**src/rtl/core/assert_macros.svh**
```systemverilog
// Assertion helpers used by the RTL controller.
`ifndef ASSERT_MACROS_SVH
`define ASSERT_MACROS_SVH
`ifndef SYNTH
`define ASSERT_IMPLY(name, clk, rst, ante, cons) \
   name: assert property (@(posedge clk) disable iff (rst) (ante) |-> (cons)) \
      else $error("same-cycle check failed");
`define ASSERT_NEXT(name, clk, rst, ante, cons) \
   name: assert property (@(posedge clk) disable iff (rst) (ante) |=> (cons)) \
      else $error("next-cycle check failed");
`else
`define ASSERT_IMPLY(name, clk, rst, ante, cons)
`define ASSERT_NEXT(name, clk, rst, ante, cons)
`endif
`endif

```
**src/rtl/core/tfdt_pkg.sv**
```systemverilog
package tfdt_pkg;

   localparam int SCREEN_HALF = 256;
   localparam int ROW_PITCH   = 512;

   localparam int CSR_IDX_W   = 1;
   localparam int CSR_DATA_W  = 8;
   localparam logic [CSR_IDX_W-1:0] CSR_HALF_WIDTH  = 1'd0;
   localparam logic [CSR_IDX_W-1:0] CSR_HALF_HEIGHT = 1'd1;
   localparam logic [CSR_DATA_W-1:0] HALF_RESET = 8'd255;

   localparam int PIX_W   = 9;
   localparam int VTX_W   = 13;
   localparam int Z_W     = 16;
   localparam int EDGE_W  = 30;
   localparam int ACC_W   = 48;
   localparam int DIV_STEPS = 16;
   localparam int CNT_W   = 4;

   localparam logic signed [Z_W-1:0] Z_FAR = 16'sh7FFF;

   // gray = |z - 1000| * 255 / 1000, saturated
   localparam int GRAY_OFFSET = 1000;
   localparam int GRAY_SCALE  = 255;
   localparam int GRAY_SAT    = 256 * 1000;
   localparam int RECIP       = 268436;   // ceil(2^28 / 1000)
   localparam int RECIP_SHIFT = 28;

   typedef enum logic [3:0] {
      OP_NONE,
      OP_LOAD,
      OP_CLEAR,
      OP_AREA,
      OP_WA,
      OP_WB,
      OP_CHECK,
      OP_MAC,
      OP_DIVINIT,
      OP_DIV,
      OP_FINAL,
      OP_TEST,
      OP_GRAY
   } op_type;

   typedef struct packed {
      op_type     op;
      logic [1:0] mac_sel;
   } cmd_type;

   typedef struct packed {
      logic offscreen;
      logic covered;
   } status_type;

endpackage

```
**src/rtl/core/tfdt_ctrl.sv**
```systemverilog
`include "assert_macros.svh"

module tfdt_ctrl #(
   parameter int DEPTH = 2 * tfdt_pkg::SCREEN_HALF * tfdt_pkg::ROW_PITCH,
   localparam int AW = $clog2(DEPTH)
) (
   input  logic                 clock,
   input  logic                 reset,
   input  logic                 req_valid,
   output logic                 req_ready,
   output logic                 rsp_valid,
   input  logic                 rsp_ready,
   input  tfdt_pkg::status_type st,
   output tfdt_pkg::cmd_type    cmd,
   output logic [AW-1:0]        clr_addr
);

   typedef enum logic [12:0] {
      ST_CLEAR   = 13'b0000000000001,
      ST_IDLE    = 13'b0000000000010,
      ST_AREA    = 13'b0000000000100,
      ST_WA      = 13'b0000000001000,
      ST_WB      = 13'b0000000010000,
      ST_CHECK   = 13'b0000000100000,
      ST_MAC     = 13'b0000001000000,
      ST_DIVINIT = 13'b0000010000000,
      ST_DIV     = 13'b0000100000000,
      ST_FINAL   = 13'b0001000000000,
      ST_TEST    = 13'b0010000000000,
      ST_GRAY    = 13'b0100000000000,
      ST_RESP    = 13'b1000000000000
   } state_type;

   state_type                    state_ff, state_in;
   logic [tfdt_pkg::CNT_W-1:0]   cnt_ff, cnt_in;
   logic [AW-1:0]                clr_ff, clr_in;

   always_comb begin
      state_in    = state_ff;
      cnt_in      = cnt_ff;
      clr_in      = clr_ff;
      cmd.op      = tfdt_pkg::OP_NONE;
      cmd.mac_sel = cnt_ff[1:0];
      req_ready   = 1'b0;
      rsp_valid   = 1'b0;
      case (state_ff)
         ST_CLEAR: begin
            cmd.op = tfdt_pkg::OP_CLEAR;
            clr_in = clr_ff + AW'(1);
            if (clr_ff == AW'(DEPTH - 1)) begin
               state_in = ST_IDLE;
            end
         end
         ST_IDLE: begin
            req_ready = 1'b1;
            if (req_valid) begin
               cmd.op   = tfdt_pkg::OP_LOAD;
               state_in = ST_AREA;
            end
         end
         ST_AREA: begin
            // drop off-screen pixels straight to the response
            if (st.offscreen) begin
               state_in = ST_RESP;
            end else begin
               cmd.op   = tfdt_pkg::OP_AREA;
               state_in = ST_WA;
            end
         end
         ST_WA: begin
            cmd.op   = tfdt_pkg::OP_WA;
            state_in = ST_WB;
         end
         ST_WB: begin
            cmd.op   = tfdt_pkg::OP_WB;
            state_in = ST_CHECK;
         end
         ST_CHECK: begin
            cmd.op   = tfdt_pkg::OP_CHECK;
            cnt_in   = '0;
            state_in = ST_MAC;
         end
         ST_MAC: begin
            if (!st.covered) begin
               state_in = ST_RESP;
            end else begin
               cmd.op = tfdt_pkg::OP_MAC;
               cnt_in = cnt_ff + 1'b1;
               if (cnt_ff == tfdt_pkg::CNT_W'(2)) begin
                  state_in = ST_DIVINIT;
               end
            end
         end
         ST_DIVINIT: begin
            cmd.op   = tfdt_pkg::OP_DIVINIT;
            cnt_in   = '0;
            state_in = ST_DIV;
         end
         ST_DIV: begin
            cmd.op = tfdt_pkg::OP_DIV;
            cnt_in = cnt_ff + 1'b1;
            if (cnt_ff == tfdt_pkg::CNT_W'(tfdt_pkg::DIV_STEPS - 1)) begin
               state_in = ST_FINAL;
            end
         end
         ST_FINAL: begin
            cmd.op   = tfdt_pkg::OP_FINAL;
            state_in = ST_TEST;
         end
         ST_TEST: begin
            cmd.op   = tfdt_pkg::OP_TEST;
            state_in = ST_GRAY;
         end
         ST_GRAY: begin
            cmd.op   = tfdt_pkg::OP_GRAY;
            state_in = ST_RESP;
         end
         ST_RESP: begin
            rsp_valid = 1'b1;
            if (rsp_ready) begin
               state_in = ST_IDLE;
            end
         end
         default: state_in = ST_IDLE;
      endcase
   end

   always_ff @(posedge clock) begin
      if (reset) begin
         state_ff <= ST_CLEAR;
         cnt_ff   <= '0;
         clr_ff   <= '0;
      end else begin
         state_ff <= state_in;
         cnt_ff   <= cnt_in;
         clr_ff   <= clr_in;
      end
   end

   assign clr_addr = clr_ff;

   `ASSERT_IMPLY(a_resp_blocks_req, clock, reset, rsp_valid, !req_ready)
   `ASSERT_NEXT(a_accept_goes_busy, clock, reset, req_valid && req_ready, !req_ready && !rsp_valid)
   `ASSERT_IMPLY(a_clear_quiet, clock, reset, state_ff == ST_CLEAR, !req_ready && !rsp_valid)
   `ASSERT_IMPLY(a_store_write_op, clock, reset, cmd.op == tfdt_pkg::OP_CLEAR, state_ff == ST_CLEAR)

endmodule

```
**config.mk**
```make
export PLATFORM = sky130hd
export DESIGN_NAME = tfdt_ctrl
export DESIGN_NICKNAME = d
export VERILOG_FILES = /design/src/rtl/core/tfdt_pkg.sv /design/src/rtl/core/tfdt_ctrl.sv
export VERILOG_INCLUDE_DIRS = /design/src /design/src/rtl/core
export SDC_FILE = /design/constraint.sdc
export NUM_CORES = 1
export LEC_CHECK = 0
export ABC_AREA = 1
export BUFFER_PORTS_ARGS = -buffer_cell sky130_fd_sc_hd__buf_2
export CORE_UTILIZATION = 35
export CTS_BUF_LIST = sky130_fd_sc_hd__clkbuf_16
export DETAILED_ROUTE_END_ITERATION = 7
export PLACE_DENSITY = 0.6
export SYNTH_ARGS = -nofsm -noshare
export SYNTH_HDL_FRONTEND = slang
export SYNTH_SLANG_ARGS = --single-unit
```
**constraint.sdc**
```tcl
create_clock -name clock -period 3.4 [get_ports clock]
set_clock_uncertainty 0.15 [all_clocks]
set_input_delay 0.17 -clock clock [delete_from_list [all_inputs] [get_ports clock]]
set_output_delay 0.17 -clock clock [all_outputs]
set_load 0.02 [all_outputs]
```
==> impl_metrics.py <==
metrics = {
    "floorplan": {
        "start_util": 0.361,
        "ios": 32,
        "die_area_um2": 6830,
        "die_w_um": 82.7,
        "coreArea_um2": 6310,
        "die_y_um": 82.7,
        "row_count": 29,
    },
    "clock_tree": {
        "numCtsBuffers": 5,
        "cts.sinks": 35,
        "cts_tree": "yes",
        "root_buffer": "clkbuf_16",
        "clk_pin_slew_ns": 0.05,
        "cts_resized": 0,
        "clock_latency_ns": 0.28,
        "cts_hold_buf": 0,
        "cts_setup_buffers": 0,
        "cts_buffer_depth": 2,
        "htreeDepth": 2,
    },
    "power": {
        "fin_total_pwr_mw": 1.55,
        "p_per_area_nw_per_um2": 589,
        "swShare": 0.419,
        "ir_drop_v": 0.000320,
        "leakage_nw": 1.32,
        "p_int_mw": 0.899,
        "pwr-share-seq": 0.320,
        "power.switching_mw": 0.649,
        "clkPwrFrac": 0.274,
        "p_comb_frac": 0.406,
    },
    "sta": {
        "setup_ws_ns": 1.09,
        "fin_crit_sh": 0.679,
        "worst_hold_slack_ns": 0.0608,
        "setup_viol": 0,
        "worst_slew_pin_slew_ns": 0.760,
        "hold_violations": 0,
        "rsz0062_at_grt": "false",
        "finalMaxSlewViolations": 0,
        "slew_headroom": 0.493,
        "layout_min_cycle_time_ns": 2.31,
        "fmaxAchievable_mhz": 433,
        "setup_tns_ns": 0,
    },
    "synth": {
        "syn_area_per_cell_um2": 6.38,
        "ys_warn_count": 0,
        "synth-seq-cells": 35,
        "yosysTopAreaCell": "dfxtp_1",
        "yosysMostFrequentCell": "nand2_1",
        "async_flop_share": 0,
        "synth_top_cells_by_area": "dfxtp_1 (31%), nand2_1 (13%), nor2_1 (10%)",
        "synth_cells": 357,
        "synthTopCellsByCount": "nand2_1 (79), nor2_1 (62), inv_1 (58), dfxtp_1 (35), nand3_1 (26)",
        "yosysSeqAreaShare": 0.308,
        "synth_area_um2": 2280,
        "synth_top_area_frac": 0.308,
        "synth_enable_flop_cells": 0,
        "ys_types": 31,
        "ys.flop_type": "dfxtp_1",
        "syn_nets": 366,
    },
    "global_route": {
        "antenna_found_initial": 0,
        "grt_max_degree": 26,
        "gr-max-usage-layer": "met2",
        "grt_pass1_wl_um": 9230,
        "gr-usage-met3": 0.0363,
        "grt_util_met2": 0.301,
        "grt_use_total": 0.180,
        "grt_pass1_vias": 2069,
        "grt_util_met1": 0.223,
        "overflow": 0,
    },
    "setup_path": {
        "regToRegStartpoint": "state_ff[2]",
        "rr_worst_depth": 8,
        "cp-start-kind": "flop",
        "required_ns": 3.08,
        "reg2reg_slack_ns": 1.35,
        "crit_path_max_fanout": 4,
        "crit_end": "cmd[2]",
        "crit_type": "reg -> out",
        "cp.arrival_ns": 1.99,
        "critPathCaptureType": "output pin",
        "reg2reg_to": "clr_addr[13]",
        "cp-startpoint": "state_ff[8]",
    },
    "worst_hold_path": {
        "holdCritPathClass": "in -> reg",
    },
    "placement": {
        "place_hpwl_um": 4320,
        "dpl_worst_slack_ns": 1.35,
        "gp_congestion": 0.880,
        "postPlaceCellArea_um2": 2490,
        "dp_cells": 459,
        "port_buffers": 31,
    },
    "cells_and_area": {
        "design_area_um2": 2630,
        "final_nets": 398,
        "final_cells": 467,
        "n_antenna_cell": 0,
        "layout-drive-gt1-share": 0.154,
        "final_core_util": 0.416,
        "area_growth_pct": 15.4,
    },
    "run": {
        "cap_violations": 0,
    },
    "drt": {
        "vias": 2241,
        "viasPerCell": 4.80,
        "wl_um": 5480,
        "drt_iter0_markers": 100,
        "ant_nets": 0,
        "first_pass_iters": 5,
        "wl_per_cell_um": 11.7,
        "drc": 0,
    },
    "outcome": {
        "status": "complete, no violations",
    },
}
-- power groups by stage --
stage,Clock [mW],Sequential [mW],Combinational [mW]
floorplan,0,0.510,0.491
detailed placement,0,0.504,0.632
global placement,0,0.501,0.627
CTS,0.438,0.495,0.634
finish,0.424,0.495,0.628
global route,0.454,0.502,0.718
-- metal layers --
layer,up-vias,part of all wire,routed length (um)
met1,987,0.48,2640
met3,6,0.041,223
met5,-,0,0
met2,47,0.46,2530
li1,1201,-,-
met4,0,0.016,86
-- registers in the layout, indices dropped and copies added (netlist names) --
name,cells
cnt_ff,4
clr_addr,18
state_ff,13
-- worst max-delay path: stages (launching register included) --
cell,delay (ns)
dfxtp_1,0.34
nor2_4,0.18
nand3_4,0.14
nor2_1,0.21
inv_1,0.10
nor2_1,0.19
inv_1,0.09
o21ai_1,0.12
inv_1,0.07
o211ai_1,0.08
buf_2,0.19
-- worst min path at each step --
stage	from	endpoint	slack (ns)	cells past startpoint
global placement	clr_addr[9]	clr_addr[9]	0.33	2
global route	st[1]	state_ff[3]	0.08	4
detailed placement	clr_addr[9]	clr_addr[9]	0.34	2
floorplan	st[1]	state_ff[3]	0.20	3
finish	st[1]	state_ff[3]	0.06	4
CTS	st[1]	state_ff[3]	0.05	4
-- cell families after synthesis --
| logic type | Yosys count | share of synthesized area |
|---|---|---|
| flops | 35 | 0.308 |
| fa+ha+maj | 3 | 0.0165 |
| buf+inv | 67 | 0.117 |
| xor+xnor | 6 | 0.0231 |
| simple gates | 216 | 0.464 |
| compound gates | 30 | 0.0714 |
-- cell usage in the layout (no fill, tap or decap) --
master and n:
inv_2 3, o21ai_2 1, dfxtp_1 35, xnor2_1 3, nor3b_2 1, nor2_4 9
nand4_1 17, nor3_2 1, nor3_1 8, nor2_1 62, nor3_4 1, o21ai_1 2
a21oi_1 14, nand3_4 2, o2111ai_1 1, nand2_4 1, clkinv_1 2, o211ai_1 2
nand2_2 3, xor2_1 3, o21ai_0 10, nand3b_1 2, buf_2 31, nand2_1 79
ha_1 3, nor2_2 1, inv_1 59, nand4_2 1, clkbuf_16 5, nand3_1 26
nor4_1 2
-- area by class of cell --
class / instances / area [um2]
Clock inverter: 3 / 11.3
Inverter: 61 / 229
Sequential cell: 35 / 701
Fill cell: 699 / 3690
Clock buffer: 5 / 125
Tap cell: 77 / 96.3
Multi-Input combinational cell: 255 / 1310
Timing Repair Buffer: 31 / 155
(Power assumes the default switching activity.)
